**src/design/assert_macros.svh**
```systemverilog
// Assertion macros shared by the lift scheduler RTL.
`ifndef ASSERT_MACROS_SVH
`define ASSERT_MACROS_SVH

// Property that must hold at every clock edge outside reset.
`define ASSERT_ALWAYS(lbl, clk, rst_n, prop, msg) \
    lbl: assert property (@(posedge clk) disable iff (!rst_n) (prop)) else $error(msg);

// When ante holds, cons must hold in the next cycle.
`define ASSERT_NEXT(lbl, clk, rst_n, ante, cons, msg) \
    lbl: assert property (@(posedge clk) disable iff (!rst_n) (ante) |=> (cons)) else $error(msg);

`endif

```
**src/design/lrs_pkg.sv**
```systemverilog
// Types and constants of the lift request scheduler.
`timescale 1ns / 1ps
package lrs_pkg;

    // Field widths
    localparam int FLOOR_W    = 6;
    localparam int COUNT_W    = 6;
    localparam int STATUS_W   = 3;
    localparam int CFG_IDX_W  = 2;
    localparam int CFG_DATA_W = 6;

    // Floors reachable through a 6-bit floor number
    localparam int FLOOR_LIMIT = 64;

    // Result status codes
    localparam logic [STATUS_W-1:0] ST_ACCEPT    = 3'd0;
    localparam logic [STATUS_W-1:0] ST_DENY_UP   = 3'd1;
    localparam logic [STATUS_W-1:0] ST_DENY_DOWN = 3'd2;
    localparam logic [STATUS_W-1:0] ST_INVALID   = 3'd3;
    localparam logic [STATUS_W-1:0] ST_FULL      = 3'd4;
    localparam logic [STATUS_W-1:0] ST_MOVED     = 3'd5;
    localparam logic [STATUS_W-1:0] ST_IDLE      = 3'd6;

    // Item modes
    localparam logic MODE_REQUEST = 1'b0;
    localparam logic MODE_ADVANCE = 1'b1;

    // Configuration register indexes
    localparam logic [CFG_IDX_W-1:0] REG_LOWEST_FLOOR  = 2'd0;
    localparam logic [CFG_IDX_W-1:0] REG_HIGHEST_FLOOR = 2'd1;
    localparam logic [CFG_IDX_W-1:0] REG_RIDER_LIMIT   = 2'd2;

    // Configuration reset values
    localparam logic [FLOOR_W-1:0] RST_LOWEST_FLOOR  = 6'd0;
    localparam logic [FLOOR_W-1:0] RST_HIGHEST_FLOOR = 6'd15;
    localparam logic [COUNT_W-1:0] RST_RIDER_LIMIT   = 6'd8;

    // Controller to datapath commands
    typedef struct packed {
        logic latch;   // capture the incoming item
        logic rd;      // read the per-floor count of the chosen floor
        logic reply;   // answer without touching the store
        logic commit;  // update the store and state, answer
    } t_cmd;

    // Datapath to controller status
    typedef struct packed {
        logic need_mem; // item changes the store
    } t_sts;

endpackage

```
**src/design/lift_request_scheduler.sv**
```systemverilog
// Top level of the lift request scheduler.
`timescale 1ns / 1ps
// One lift with direction-based scheduling. Raise start with mode and
// req_floor while busy is low; the item is taken at that edge. A denied
// request or an advance with no waiting rider is answered from the decide
// state; an accepted request or a move first does the registered read of the
// per-floor rider count memory. Each item gives one result, shown for exactly
// one cycle with o_strobe high; the receiver cannot stall, so it must take
// every strobed result. Configuration writes are always ready and belong
// between items. Reset clears the floor store at once through a flag per
// floor, so no clearing pass follows reset.
module lift_request_scheduler #(
    parameter int NUM_FLOORS = 64
) (
    input  logic                              i_clk,
    input  logic                              i_rst_n,
    input  logic                              start,
    output logic                              busy,
    input  logic                              i_mode,
    input  logic [lrs_pkg::FLOOR_W-1:0]       i_req_floor,
    input  logic                              i_cfg_valid,
    output logic                              o_cfg_ready,
    input  logic [lrs_pkg::CFG_IDX_W-1:0]     i_cfg_index,
    input  logic [lrs_pkg::CFG_DATA_W-1:0]    i_cfg_data,
    output logic                              o_strobe,
    output logic [lrs_pkg::STATUS_W-1:0]      o_status,
    output logic [lrs_pkg::FLOOR_W-1:0]       o_floor_now,
    output logic [lrs_pkg::COUNT_W-1:0]       o_occupants,
    output logic                              o_going_up,
    output logic [lrs_pkg::COUNT_W-1:0]       o_exited
);
    import lrs_pkg::*;

    t_cmd w_cmd;
    t_sts w_sts;

    // Configuration is accepted in every cycle
    assign o_cfg_ready = 1'b1;

    lrs_ctrl u_ctrl (
        .i_clk   (i_clk),
        .i_rst_n (i_rst_n),
        .i_start (start),
        .i_sts   (w_sts),
        .o_busy  (busy),
        .o_cmd   (w_cmd)
    );

    lrs_dp #(
        .NUM_FLOORS (NUM_FLOORS)
    ) u_dp (
        .i_clk        (i_clk),
        .i_rst_n      (i_rst_n),
        .i_cfg_we     (i_cfg_valid && o_cfg_ready),
        .i_cfg_index  (i_cfg_index),
        .i_cfg_data   (i_cfg_data),
        .i_mode       (i_mode),
        .i_req_floor  (i_req_floor),
        .i_cmd        (w_cmd),
        .o_sts        (w_sts),
        .o_strobe     (o_strobe),
        .o_status     (o_status),
        .o_floor_now  (o_floor_now),
        .o_occupants  (o_occupants),
        .o_going_up   (o_going_up),
        .o_exited     (o_exited)
    );

endmodule

```
**src/design/lrs_ctrl.sv**
```systemverilog
// Controller state machine of the lift request scheduler.
`timescale 1ns / 1ps
module lrs_ctrl (
    input  logic          i_clk,
    input  logic          i_rst_n,
    input  logic          i_start,
    input  lrs_pkg::t_sts i_sts,
    output logic          o_busy,
    output lrs_pkg::t_cmd o_cmd
);
    import lrs_pkg::*;

    localparam logic [1:0] S_IDLE   = 2'd0;
    localparam logic [1:0] S_DECIDE = 2'd1;
    localparam logic [1:0] S_EXEC   = 2'd2;

    logic [1:0] r_state;
    logic [1:0] n_state;

    // Next state and commands
    always_comb begin
        n_state = r_state;
        o_cmd   = '0;
        unique case (r_state)
            S_IDLE: begin
                if (i_start) begin
                    o_cmd.latch = 1'b1;
                    n_state     = S_DECIDE;
                end
            end
            S_DECIDE: begin
                if (i_sts.need_mem) begin
                    o_cmd.rd = 1'b1;
                    n_state  = S_EXEC;
                end else begin
                    o_cmd.reply = 1'b1;
                    n_state     = S_IDLE;
                end
            end
            S_EXEC: begin
                o_cmd.commit = 1'b1;
                n_state      = S_IDLE;
            end
            default: begin
                n_state = S_IDLE;
            end
        endcase
    end

    always_ff @(posedge i_clk) begin
        if (!i_rst_n) begin
            r_state <= S_IDLE;
        end else begin
            r_state <= n_state;
        end
    end

    assign o_busy = (r_state != S_IDLE);

endmodule

```
**src/design/lrs_dp.sv**
```systemverilog
// Datapath of the lift request scheduler: registers, floor store, search.
`timescale 1ns / 1ps
`include "assert_macros.svh"
module lrs_dp #(
    parameter int NUM_FLOORS = 64
) (
    input  logic                              i_clk,
    input  logic                              i_rst_n,
    input  logic                              i_cfg_we,
    input  logic [lrs_pkg::CFG_IDX_W-1:0]     i_cfg_index,
    input  logic [lrs_pkg::CFG_DATA_W-1:0]    i_cfg_data,
    input  logic                              i_mode,
    input  logic [lrs_pkg::FLOOR_W-1:0]       i_req_floor,
    input  lrs_pkg::t_cmd                     i_cmd,
    output lrs_pkg::t_sts                     o_sts,
    output logic                              o_strobe,
    output logic [lrs_pkg::STATUS_W-1:0]      o_status,
    output logic [lrs_pkg::FLOOR_W-1:0]       o_floor_now,
    output logic [lrs_pkg::COUNT_W-1:0]       o_occupants,
    output logic                              o_going_up,
    output logic [lrs_pkg::COUNT_W-1:0]       o_exited
);
    import lrs_pkg::*;

    localparam int DEPTH = (NUM_FLOORS < FLOOR_LIMIT) ? NUM_FLOORS : FLOOR_LIMIT;
    localparam int AW    = (DEPTH > 1) ? $clog2(DEPTH) : 1;
    localparam logic [8:0] FLOOR_END = 9'(NUM_FLOORS);

    // Configuration registers
    logic [FLOOR_W-1:0] r_lowest;
    logic [FLOOR_W-1:0] r_highest;
    logic [COUNT_W-1:0] r_limit;

    // Latched item
    logic               r_mode;
    logic [FLOOR_W-1:0] r_dest;

    // Lift state; a flag per floor marks a nonzero stored count
    logic [COUNT_W-1:0] r_count;
    logic               r_up;
    logic [FLOOR_W-1:0] r_floor;
    logic [DEPTH-1:0]   r_flags;

    // Per-floor rider counts, read registered
    logic [COUNT_W-1:0] r_mem [DEPTH];
    logic [COUNT_W-1:0] r_rd;
    logic               r_rd_valid;
    logic [AW-1:0]      r_addr;

    // Result registers
    logic               r_strobe;
    logic [STATUS_W-1:0] r_status;
    logic [FLOOR_W-1:0] r_out_floor;
    logic [COUNT_W-1:0] r_out_count;
    logic               r_out_up;
    logic [COUNT_W-1:0] r_out_exited;

    logic [STATUS_W-1:0] w_req_status;
    logic               s_hit;
    logic [AW-1:0]      s_target;
    logic [AW-1:0]      w_addr;
    logic [COUNT_W-1:0] w_stored;
    logic [FLOOR_W-1:0] w_tgt_floor;

    logic [COUNT_W-1:0] n_count;
    logic               n_up;
    logic [FLOOR_W-1:0] n_floor;
    logic [COUNT_W-1:0] n_mem_wr;
    logic [STATUS_W-1:0] n_status;
    logic [COUNT_W-1:0] n_exited;

    // Request checks, in order of precedence
    always_comb begin
        priority if (r_count >= r_limit) begin
            w_req_status = ST_FULL;
        end else if ((r_count != '0) && r_up && (r_dest < r_floor)) begin
            w_req_status = ST_DENY_UP;
        end else if ((r_count != '0) && !r_up && (r_dest > r_floor)) begin
            w_req_status = ST_DENY_DOWN;
        end else if ((r_dest < r_lowest) || (r_dest > r_highest)
                     || ({3'b000, r_dest} >= FLOOR_END)) begin
            w_req_status = ST_INVALID;
        end else begin
            w_req_status = ST_ACCEPT;
        end
    end

    // Next stop: lowest flagged floor going up, highest going down
    always_comb begin
        s_target = '0;
        if (r_up) begin
            for (int i = DEPTH - 1; i >= 0; i--) begin
                if (r_flags[i]) s_target = AW'(i);
            end
        end else begin
            for (int i = 0; i < DEPTH; i++) begin
                if (r_flags[i]) s_target = AW'(i);
            end
        end
        s_hit = |r_flags;
    end

    assign o_sts.need_mem = (r_mode == MODE_ADVANCE) ? s_hit : (w_req_status == ST_ACCEPT);
    assign w_addr   = (r_mode == MODE_ADVANCE) ? s_target : r_dest[AW-1:0];
    assign w_stored = r_rd_valid ? r_rd : '0;
    assign w_tgt_floor = FLOOR_W'(r_addr);

    // Store and state update for a committed item
    always_comb begin
        n_count  = r_count;
        n_up     = r_up;
        n_floor  = r_floor;
        n_mem_wr = '0;
        n_status = ST_ACCEPT;
        n_exited = '0;
        if (r_mode == MODE_ADVANCE) begin
            n_status = ST_MOVED;
            n_exited = w_stored;
            n_count  = (w_stored >= r_count) ? '0 : r_count - w_stored;
            n_floor  = w_tgt_floor;
            if (w_tgt_floor == r_highest) begin
                n_up = 1'b0;
            end else if (w_tgt_floor == r_lowest) begin
                n_up = 1'b1;
            end
        end else begin
            n_count  = r_count + 6'd1;
            n_mem_wr = w_stored + 6'd1;
            if (r_count == '0) begin
                if (r_dest > r_floor) begin
                    n_up = 1'b1;
                end else if (r_dest < r_floor) begin
                    n_up = 1'b0;
                end
            end
        end
    end

    // Configuration writes
    always_ff @(posedge i_clk) begin
        if (!i_rst_n) begin
            r_lowest  <= RST_LOWEST_FLOOR;
            r_highest <= RST_HIGHEST_FLOOR;
            r_limit   <= RST_RIDER_LIMIT;
        end else if (i_cfg_we) begin
            unique case (i_cfg_index)
                REG_LOWEST_FLOOR:  r_lowest  <= i_cfg_data;
                REG_HIGHEST_FLOOR: r_highest <= i_cfg_data;
                REG_RIDER_LIMIT:   r_limit   <= i_cfg_data;
                default: ;
            endcase
        end
    end

    // Item capture
    always_ff @(posedge i_clk) begin
        if (i_cmd.latch) begin
            r_mode <= i_mode;
            r_dest <= i_req_floor;
        end
    end

    // Floor store: one read port, one write port
    always_ff @(posedge i_clk) begin
        if (i_cmd.rd) begin
            r_rd   <= r_mem[w_addr];
            r_addr <= w_addr;
        end
        if (i_cmd.commit) begin
            r_mem[r_addr] <= n_mem_wr;
        end
    end

    // Lift state, flags and strobe
    always_ff @(posedge i_clk) begin
        if (!i_rst_n) begin
            r_count    <= '0;
            r_up       <= 1'b1;
            r_floor    <= '0;
            r_flags    <= '0;
            r_strobe   <= 1'b0;
            r_rd_valid <= 1'b0;
        end else begin
            r_strobe <= i_cmd.reply || i_cmd.commit;
            if (i_cmd.rd) begin
                r_rd_valid <= r_flags[w_addr];
            end
            if (i_cmd.commit) begin
                r_count         <= n_count;
                r_up            <= n_up;
                r_floor         <= n_floor;
                r_flags[r_addr] <= (n_mem_wr != '0);
            end
        end
    end

    // Result payload
    always_ff @(posedge i_clk) begin
        if (i_cmd.reply) begin
            r_status     <= (r_mode == MODE_ADVANCE) ? ST_IDLE : w_req_status;
            r_out_floor  <= r_floor;
            r_out_count  <= r_count;
            r_out_up     <= r_up;
            r_out_exited <= '0;
        end else if (i_cmd.commit) begin
            r_status     <= n_status;
            r_out_floor  <= n_floor;
            r_out_count  <= n_count;
            r_out_up     <= n_up;
            r_out_exited <= n_exited;
        end
    end

    assign o_strobe    = r_strobe;
    assign o_status    = r_status;
    assign o_floor_now = r_out_floor;
    assign o_occupants = r_out_count;
    assign o_going_up  = r_out_up;
    assign o_exited    = r_out_exited;

    // Riders aboard exactly when some floor is flagged
    `ASSERT_ALWAYS(a_count_flags, i_clk, i_rst_n, (r_count == '0) == (r_flags == '0), "rider count and floor flags disagree")
    // A move empties exactly one floor
    `ASSERT_NEXT(a_move_clears, i_clk, i_rst_n, i_cmd.commit && (r_mode == MODE_ADVANCE), $countones(r_flags) + 1 == $past($countones(r_flags)), "move did not clear one floor")
    // An accepted request adds one rider
    `ASSERT_NEXT(a_req_adds, i_clk, i_rst_n, i_cmd.commit && (r_mode == MODE_REQUEST), r_count == 6'($past(r_count) + 6'd1), "accepted request did not add a rider")
    // Results never come in consecutive cycles
    `ASSERT_NEXT(a_strobe_gap, i_clk, i_rst_n, r_strobe, !r_strobe, "results in consecutive cycles")

endmodule

```
**config.mk**
```make
export PLATFORM = sky130hd
export DESIGN_NAME = lift_request_scheduler
export DESIGN_NICKNAME = d
export VERILOG_FILES = /design/src/design/lrs_pkg.sv /design/src/design/lift_request_scheduler.sv /design/src/design/lrs_ctrl.sv /design/src/design/lrs_dp.sv
export VERILOG_INCLUDE_DIRS = /design/src /design/src/design
export SDC_FILE = /design/constraint.sdc
export NUM_CORES = 1
export LEC_CHECK = 0
export BUFFER_PORTS_ARGS = -buffer_cell sky130_fd_sc_hd__buf_2
export CAP_MARGIN = 20
export CELL_PAD_IN_SITES_DETAIL_PLACEMENT = 1
export CELL_PAD_IN_SITES_GLOBAL_PLACEMENT = 1
export CORE_UTILIZATION = 25
export DETAILED_ROUTE_END_ITERATION = 6
export PLACE_DENSITY = 0.49
export SLEW_MARGIN = 0
export SYNTH_ARGS = -nofsm -noshare
export SYNTH_HDL_FRONTEND = slang
export SYNTH_HIERARCHICAL = 1
export SYNTH_SLANG_ARGS = --single-unit
```
**constraint.sdc**
```tcl
create_clock -name i_clk -period 5.6 [get_ports i_clk]
set_clock_uncertainty 0.15 [all_clocks]
set_input_delay 0.56 -clock i_clk [delete_from_list [all_inputs] [get_ports i_clk]]
set_output_delay 0.56 -clock i_clk [all_outputs]
set_load 0.02 [all_outputs]
```
== After elaboration in Yosys (flattened, before gate mapping) ==
Memories as Yosys holds them, arrays and structs flattened. A register that Yosys moved wholly into a read port is not among the register bits.
Index checks and enable logic that the tools add are counted.

* Register bits after elaboration: 134
* Latch bits: 0
* Bits in writable memories: 384
* Bits in read-only memories: 0
* Bits of input ports: 19
* Output and inout port bits: 25
* Word-level logic and storage cells: 230
* Memories: 1

{| class="wikitable"
|+ Memories
! memory !! depth !! bits a word !! rd ports !! clocked after memory_dff !! wr ports !! RTL line !! text
|-
| u_dp.r_mem || 64 || 6 || 1 || 1 || 1 || lrs_dp.sv:45 || <nowiki>logic [COUNT_W-1:0] r_mem [DEPTH];</nowiki>
|}

* Add/sub/neg operators: 3
* $mul: 0
* Div/mod/pow operators: 0
* Magnitude comparators: 9
* Equality and inequality tests: 7
* Shifts and indexed selects: 0
* Muxes and demuxes: 172
* Bitwise operators: 0
* Reductions and logical operators: 20

{| class="wikitable"
|+ Operator list
! kind !! count
|-
| $mux 6 || 108
|-
| $mux 5 || 16
|-
| $bwmux 64 || 1
|-
| $reduce_or 64->1 || 1
|-
| $mux 3 || 11
|-
| $mux 4 || 8
|-
| $mux 1 || 19
|-
| $lt 6x7->1 const B || 2
|-
| $add 6x1->6 const B || 2
|-
| $eq 6x6->1 || 2
|-
| $ge 6x6->1 || 2
|-
| $gt 6x6->1 || 2
|-
| $lt 6x6->1 || 2
|-
| $mux 2 || 6
|-
| $reduce_bool 6->1 || 2
|-
| $bmux 1 s6 || 1
|-
| $demux 1 s6 || 1
|-
| $ge 6x1->1 const B || 1
|-
| $logic_not 6->1 || 1
|-
| $reduce_and 2->1 || 3
|-
| $sub 6x6->6 || 1
|-
| $logic_and 1x1->1 || 5
|-
| $eq 2x1->1 const B || 2
|-
| $eq 2x2->1 const B || 2
|-
| 7 further kinds || 10
|}

== Logic depth before layout (Yosys ltp) ==
Gate-level depths: netlist (run 1).

* Depth after elaboration: 68
* Depth in mapped cells: 19

== Hierarchy ==
The synthesis (run 1) kept the hierarchy.

{| class="wikitable"
|+ By module, submodules not included
! module !! times used !! cells each !! area each (um2) !! sequential area each (um2)
|-
| lrs_dp || 1 || 2058 || 24324.6 || 14644.0
|-
| lrs_ctrl || 1 || 9 || 103.8 || 40.0
|-
| lift_request_scheduler || 1 || 2 || 11.3 || 0.0
|}

== Least setup slack after synthesis (run 1) ==
OpenSTA, ideal clock, no wires.

* Kind: register to register
* Start: register u_dp.r_rd_valid
* End: register u_dp.r_flags[0]
* Library setup time: 0.086 ns
* Arrival time: 3.691 ns
* Data required time: 5.364 ns
* Slack: 1.673 ns
* Stages on the path, launching flop included: 11
* Path buffers: 2
* Cells stage by stage: dfxtp_1 -> clkbuf_1 -> and2_1 -> ha_1 -> nand4_1 -> xnor2_1 -> nor2_1 -> or4_1 -> nor3_1 -> clkbuf_1 -> a211oi_1

* Word-level cells in the longest chain between the ends: 5

{| class="wikitable"
|+ Ends and longest elaborated chain
! what !! RTL line !! text
|-
| start: declaration || lrs_dp.sv:47 || <nowiki>logic r_rd_valid;</nowiki>
|-
| start signal: assignment || lrs_dp.sv:186 || <nowiki>r_rd_valid <= r_flags[w_addr];</nowiki>
|-
| $mux 6 || lrs_dp.sv:105 || <nowiki>assign w_stored = r_rd_valid ? r_rd : '0;</nowiki>
|-
| $add 6x1->6 || lrs_dp.sv:128 || <nowiki>n_mem_wr = w_stored + 6'd1;</nowiki>
|-
| $mux 6 || lrs_dp.sv:116 || <nowiki>if (r_mode == MODE_ADVANCE) begin</nowiki>
|-
| via u_dp.n_mem_wr[4] || lrs_dp.sv:68 || <nowiki>logic [COUNT_W-1:0] n_mem_wr;</nowiki>
|-
| $reduce_bool 6->1 || lrs_dp.sv:192 || <nowiki>r_flags[r_addr] <= (n_mem_wr != '0);</nowiki>
|-
| $bwmux 64 || lrs_dp.sv:192 ||
|-
| end signal: indexed assignment || lrs_dp.sv:192 ||
|-
| end: declaration || lrs_dp.sv:42 || <nowiki>logic [DEPTH-1:0] r_flags;</nowiki>
|}

The timed path passes the listed nets, and every way through them passes these cells.
A chain may end at the register's enable or synchronous reset.

== Worst setup path in the final report (run 1) ==
* Start: register u_dp.r_flags[54]
* End: register u_dp.r_rd[2] (read register of u_dp.r_mem) (data pin)

* Word-level cells in the longest chain between the ends: 57
* Elaborated cells on any way between the ends: 71
* Classes of those cells: mux (70); reduce/logical (1)

{| class="wikitable"
|+ Ends and longest elaborated chain
! what !! RTL line !! text
|-
| $mux 6 (55 in series) || lrs_dp.sv:93 || <nowiki>if (r_flags[i]) s_target = AW'(i);</nowiki>
|-
| $mux 6 || lrs_dp.sv:91 || <nowiki>if (r_up) begin</nowiki>
|-
| $mux 6 || lrs_dp.sv:104 || <nowiki>assign w_addr = (r_mode == MODE_ADVANCE) ? s_target : r_dest[AW-1:0];</nowiki>
|-
| end: declaration || lrs_dp.sv:46 || <nowiki>logic [COUNT_W-1:0] r_rd;</nowiki>
|}

Parallel ways exist; a longest one is shown, timed or not.

==> results.cfg, run 1 <==
[cts]
holdBufCountCts = 7
clkLatencyLatePin_ns = 0.62
ctsResizeCount = 0
cts_setup_buffers = 0
root_buffer = clkbuf_16
clk_pin_slew_worst_paths_ns = 0.06
numCtsBuffers = 59
cts.htree.levels = 2
clock-sinks = 524
cts_tree = built
clock_path_buffers = 3

[sta]
fin_setup_tns_ns = 0
min_period_ns = 4.99
worst_slew_margin_rel = 0.298
setup-violations-final = 0
hold_viol_final = 0
drv_slew = 0
finalCritPeriodShare = 0.891
tightestPinTransition_ns = 1.05
rsz0062_at_grt = false
fmax_ghz = 0.200

[floorplan]
ioPinCount = 44
core_area_um2 = 96700
die_w_um = 315
die-height_um = 315
row_count = 114
start_util = 0.253
die-area_um2 = 99000

[global_route]
grt_max_degree = 73
grt_pass1_wl_um = 123000
grt_pass1_vias = 18062
grtUsageTotal = 0.165
overflow = 0
antenna_found_initial = 1

[synthesis]
synth-main-ff-cell = edfxtp_1
synthDistinctLibCells = 97
syn_nets = 2121
yosys_warnings = 6
postSynth.asyncResetShare = 0
syn_inst = 2069
avgSynthCellArea_um2 = 11.8
ys_seq_area_frac = 0.601
ys_seq_elements = 524
synth_enable_flop_cells = 419
netlist_area_um2 = 24400

[finish]
fin_util = 0.290
drive_above_1_share = 0.114
nets = 2143
final_area_um2 = 28100
final_cell_mix = edfxtp_1 (419), nor2_1 (203), nand2_1 (138)
layout_commonest_cell = edfxtp_1
area_delta_synth_final_pct = 14.8
final_cells = 3417

[worst_setup_path]
critPathKind = reg2reg
cpMaxStageDelayCell = o21a_4
crit_chain = or3_1 > or4_4 > a2111oi_2 > o31a_1 > a41o_2 > o21a_4 > buf_12 > buf_4 > mux2i_1 > o32ai_1 > a31oi_1 > a22o_1 > o21ai_1
startpoint_type = register
path_buf_inv = 2
crit_family = compound AO/OA/AOI/OAI gates
critPathArrivalTime_ns = 5.19
cpPeakStageDelay_ns = 0.79
worst_ep_required_time_ns = 5.80
endpoint_kind = register
cp_max_fo = 58

[power]
p_leak_nw = 8.91
p_per_area_nw_per_um2 = 315
peakVddDrop_mv = 0.245

[route]
firstDrtPassIters = 5
via_per_inst = 5.09
drt-initial-drc-count = 1330
post_drt_wl_per_cell_um = 24.2
remaining_drc_errors = 0
wl_um = 82600
postRouteAntennaNets = 0
via_count = 17378

[hold_path]
hp-class = in2reg

[place]
dpl.hpwl_um = 55700
place_inst = 3298
place_congestion = 0.923
place_area_um2 = 26000
port_buffers = 42

[outcome]
status = finished, final reports clean

[job]
drv_cap = 0
[routing by layer]
metal / up-vias / routed length [um] / global-route usage / share of wire
met5: - / 0 / 0 / 0
met2: 319 / 39200 / 0.274 / 0.47
met4: 0 / 2420 / 0.0542 / 0.029
li1: 7993 / - / - / -
met3: 119 / 2760 / 0.0184 / 0.033
met1: 8947 / 38200 / 0.225 / 0.46
[synth_stat cells, types with 7 or more instances]
master,count,area (um^2)
or3_1,8,50.1
o21ai_0,95,475
nor2b_1,16,100
clkbuf_1,74,278
nand2_1,138,518
o31ai_1,12,90.1
a22oi_1,12,90.1
buf_4,12,90.1
nor2_1,208,781
edfxtp_1,419,12600
dfxtp_1,105,2100
a22o_1,30,263
xnor2_1,16,140
a31oi_1,29,181
buf_6,11,124
a21oi_1,81,405
or2_2,7,43.8
o211ai_1,15,113
buf_2,34,170
xor2_1,8,70.1
a21o_1,11,82.6
nor4_1,19,119
o21ai_1,12,60.1
and3_1,13,81.3
a2111oi_0,7,61.3
nand3_1,84,420
inv_1,53,199
o22a_1,13,114
o221ai_1,27,236
or4_1,11,82.6
o32ai_1,13,114
o21a_1,8,60.1
nor3_1,23,115
mux2i_1,134,1340
a211oi_1,82,616
nand4_1,60,375
nand2b_1,20,125
ha_1,32,400
[worst min-delay path: stages]
cell and delay (ns):
buf_2 0.11, mux2i_1 0.07, nand2_1 0.06
[final cells by class]
class	count	area, um^2
Antenna cell	2	5.00
Clock buffer	82	1680
Clock inverter	27	279
Fill cell	10626	68700
Inverter	57	223
Multi-Input combinational cell	1347	8860
Sequential cell	524	14700
Tap cell	1276	1600
Timing Repair Buffer	102	726
[power breakdown]
| part | internal, mW | total (mW) | switching, mW |
|---|---|---|---|
| combinational | 0.233 | 0.703 | 0.470 |
| clock | 2.35 | 3.93 | 1.58 |
| sequential | 4.19 | 4.22 | 0.0259 |
| total | 6.77 | 8.85 | 2.08 |
[kinds of logic after synthesis]
kind of cell	after synthesis	share of synthesized area
and+or+nand+nor	648	0.131
DFF	524	0.601
AOI/OAI and AO/OA	498	0.142
buffers and inverters	198	0.0395
muxes	143	0.0604
adders and majority gates	33	0.0172
xor gates and xnor gates	24	0.00860
other	1	0.000153
[final timing paths]
check,startpoint,end,slack [ns],cells past startpoint
worst min register to register,u_dp/o_exited[5]$_SDFFE_PP0P_,u_dp/o_exited[5]$_SDFFE_PP0P_,0.30,2
worst max-delay path,u_dp/r_flags[54]$_SDFFE_PN0P_,u_dp/r_rd[2]$_DFFE_PP_,0.61,13
worst max register to register,u_dp/r_flags[54]$_SDFFE_PN0P_,u_dp/r_rd[2]$_DFFE_PP_,0.61,13
worst min-delay path,i_cfg_data[0],u_dp/r_highest[0]$_SDFFE_PN1P_,0.06,3
[metrics by stage]
stage               setup WS (ns)  hold WS, ns  power, mW
global placement            0.655        0.293       5.00
global route                0.430       0.0786       9.16
detailed placement          0.674        0.294       5.01
finish                      0.611       0.0594       8.85
CTS                         0.647       0.0208       8.99
floorplan                    1.67        0.286       4.75
[sequential cells by signal, indices dropped and copies added, names as in the netlist]
name              flops
u_dp/r_mem          384
u_dp/r_flags         64
u_dp/o_exited         6
u_dp/o_floor_now      6
u_dp/o_occupants      6
u_dp/r_addr           6
u_dp/r_count          6
u_dp/r_dest           6
u_dp/r_floor          6
u_dp/r_highest        6
u_dp/r_limit          6
u_dp/r_lowest         6
u_dp/r_rd             6
u_dp/o_status         3
u_ctrl/r_state        2
u_dp/o_going_up       1
u_dp/o_strobe         1
u_dp/r_mode           1
u_dp/r_rd_valid       1
u_dp/r_up             1
Note: power is estimated with default switching activity, not from simulation.
==> run 2: changes to the inputs <==
Settings changed: PLACE_DENSITY 0.49 to 0.5.
==> results.cfg, run 2 (synthesis results as in run 1) <==
[worst_setup_path]
critPathArrivalTime_ns = 5.38
critPathKind = reg2reg
endpoint_kind = register
startpoint_type = register
r2r_slack_ns = 0.42
cpPeakStageDelay_ns = 0.88
cp_common_cell = buf_4
crit_chain = or3_1 > o211ai_1 > o2111ai_1 > o21ai_0 > o21a_4 > buf_4 > o31ai_1 > a2111oi_0 > buf_4 > a22o_1 > o21ai_1
r2r_end = u_dp/r_rd[4]$_DFFE_PP_
worst_ep_required_time_ns = 5.80
cpMaxStageDelayCell = o21a_4
cp_max_fo = 61
rr_worst_depth = 11
r2r-start = u_dp/r_flags[26]$_SDFFE_PN0P_

[sta]
finalCritPeriodShare = 0.925
drv_slew = 0
worst_slew_margin_rel = 0.271
rsz0062_at_grt = false
fin_setup_tns_ns = 0
tightestPinTransition_ns = 1.09
setup-violations-final = 0
fmax_ghz = 0.193
hold_ws_ns = 0.0501
min_period_ns = 5.18
hold_viol_final = 0

[global_route]
grt_pass1_wl_um = 121000
grtUsageTotal = 0.164
busiest_layer = met2
grtUsageMet2 = 0.278
grt_pass1_vias = 17965
grt_use_met3 = 0.0198
grt_max_degree = 91
antenna_found_initial = 0
met1_usage = 0.219
overflow = 0

[hold_path]
hold_depth = 3
hold_start = i_cfg_data[0]
hold_path_end = u_dp/r_highest[0]$_SDFFE_PN1P_
hp-class = in2reg

[power]
peakVddDrop_mv = 0.239
p_leak_nw = 8.90
p_comb_frac = 0.079
switching_share = 0.237
p_sw_mw = 2.10
p_seq_frac = 0.476
p_per_area_nw_per_um2 = 316
pwr-share-clk = 0.444
internal-power_mw = 6.76

[outcome]
status = finished, final reports clean

[cts]
holdBufCountCts = 7
clk_pin_slew_worst_paths_ns = 0.06
cts_setup_buffers = 0
numCtsBuffers = 59
root_buffer = clkbuf_16
clkLatencyLatePin_ns = 0.62
cts.htree.levels = 2
clock_path_buffers = 3
cts_tree = built
clock-sinks = 524
ctsResizeCount = 0

[finish]
largestRegisters = u_dp/r_mem (384), u_dp/r_flags (64)
register_area_um2 = 14700
largest_register = u_dp/r_mem
drive_above_1_share = 0.116
fin_util = 0.290
final_cell_mix = edfxtp_1 (419), nor2_1 (203), nand2_1 (138)
final_area_um2 = 28100
area_delta_synth_final_pct = 14.8
multiInputGateArea_um2 = 8870
final_cells = 3412
fillers = 10551
nets = 2136
largest_register_ffs = 384
layout_commonest_cell = edfxtp_1

[route]
wl_um = 82600
via_count = 17441
firstDrtPassIters = 5
postRouteAntennaNets = 0
via_per_inst = 5.11
remaining_drc_errors = 0
post_drt_wl_per_cell_um = 24.2
drt-initial-drc-count = 1219

[place]
place_inst = 3290
place_area_um2 = 26000
port_buffers = 42
place_congestion = 0.995
dpl.hpwl_um = 55700

[floorplan]
start_util = 0.253
core_area_um2 = 96700
die-height_um = 315
die-area_um2 = 99000
ioPinCount = 44
die_w_um = 315
row_count = 114

[job]
drv_cap = 0
## run 2: per-layer routing
metal  routed length (um)  share of wire
met2                40000           0.48
met5                    0              0
met1                37700           0.46
met4                 2180          0.026
met3                 2740          0.033
## run 2: worst max path at each step
| stage | from | endpoint | slack [ns] | depth (start not counted) |
|---|---|---|---|---|
| after floorplan | u_dp/r_rd_valid$_SDFFE_PN0P_ | u_dp/r_flags[0]$_SDFFE_PN0P_ | 1.67 | 10 |
| after global placement | u_dp/r_flags[54]$_SDFFE_PN0P_ | u_dp/r_rd[4]$_DFFE_PP_ | 0.38 | 12 |
| after detailed placement | u_dp/r_flags[54]$_SDFFE_PN0P_ | u_dp/r_rd[4]$_DFFE_PP_ | 0.36 | 12 |
| after CTS | u_dp/r_flags[54]$_SDFFE_PN0P_ | u_dp/r_rd[4]$_DFFE_PP_ | 0.34 | 12 |
| after global routing | u_dp/r_flags[54]$_SDFFE_PN0P_ | u_dp/r_rd[4]$_DFFE_PP_ | 0.30 | 12 |
| final | u_dp/r_flags[26]$_SDFFE_PN0P_ | u_dp/r_rd[4]$_DFFE_PP_ | 0.42 | 11 |
## run 2: area by class of cell
type,instances,share of cell area
Sequential cell,524,0.523
Tap cell,1276,0.0569
Clock inverter,25,0.00812
Inverter,57,0.00794
Multi-Input combinational cell,1347,0.316
Timing Repair Buffer,95,0.0241
Clock buffer,87,0.0634
Antenna cell,1,0.0000892
## run 2: stage by stage
stage,setup WS (ns),total power [mW]
floorplan,1.67,4.75
global placement,0.378,4.99
detailed placement,0.357,5.00
CTS,0.339,8.97
global route,0.299,9.14
finish,0.420,8.86
## run 2: worst max-delay path: cells and delay by family, from the launching register on
family / cells / cell delay (ns)
flops: 1 / 0.45
buf+inv: 2 / 0.59
compound gates: 8 / 3.25
simple gates: 1 / 0.42
## run 2: power groups by stage
stage	Sequential, mW	Combinational (mW)	Clock [mW]
after floorplan	4.29	0.456	0
after global placement	4.30	0.694	0
after detailed placement	4.30	0.702	0
after CTS	4.22	0.708	4.04
after global routing	4.22	0.752	4.17
final	4.22	0.702	3.94
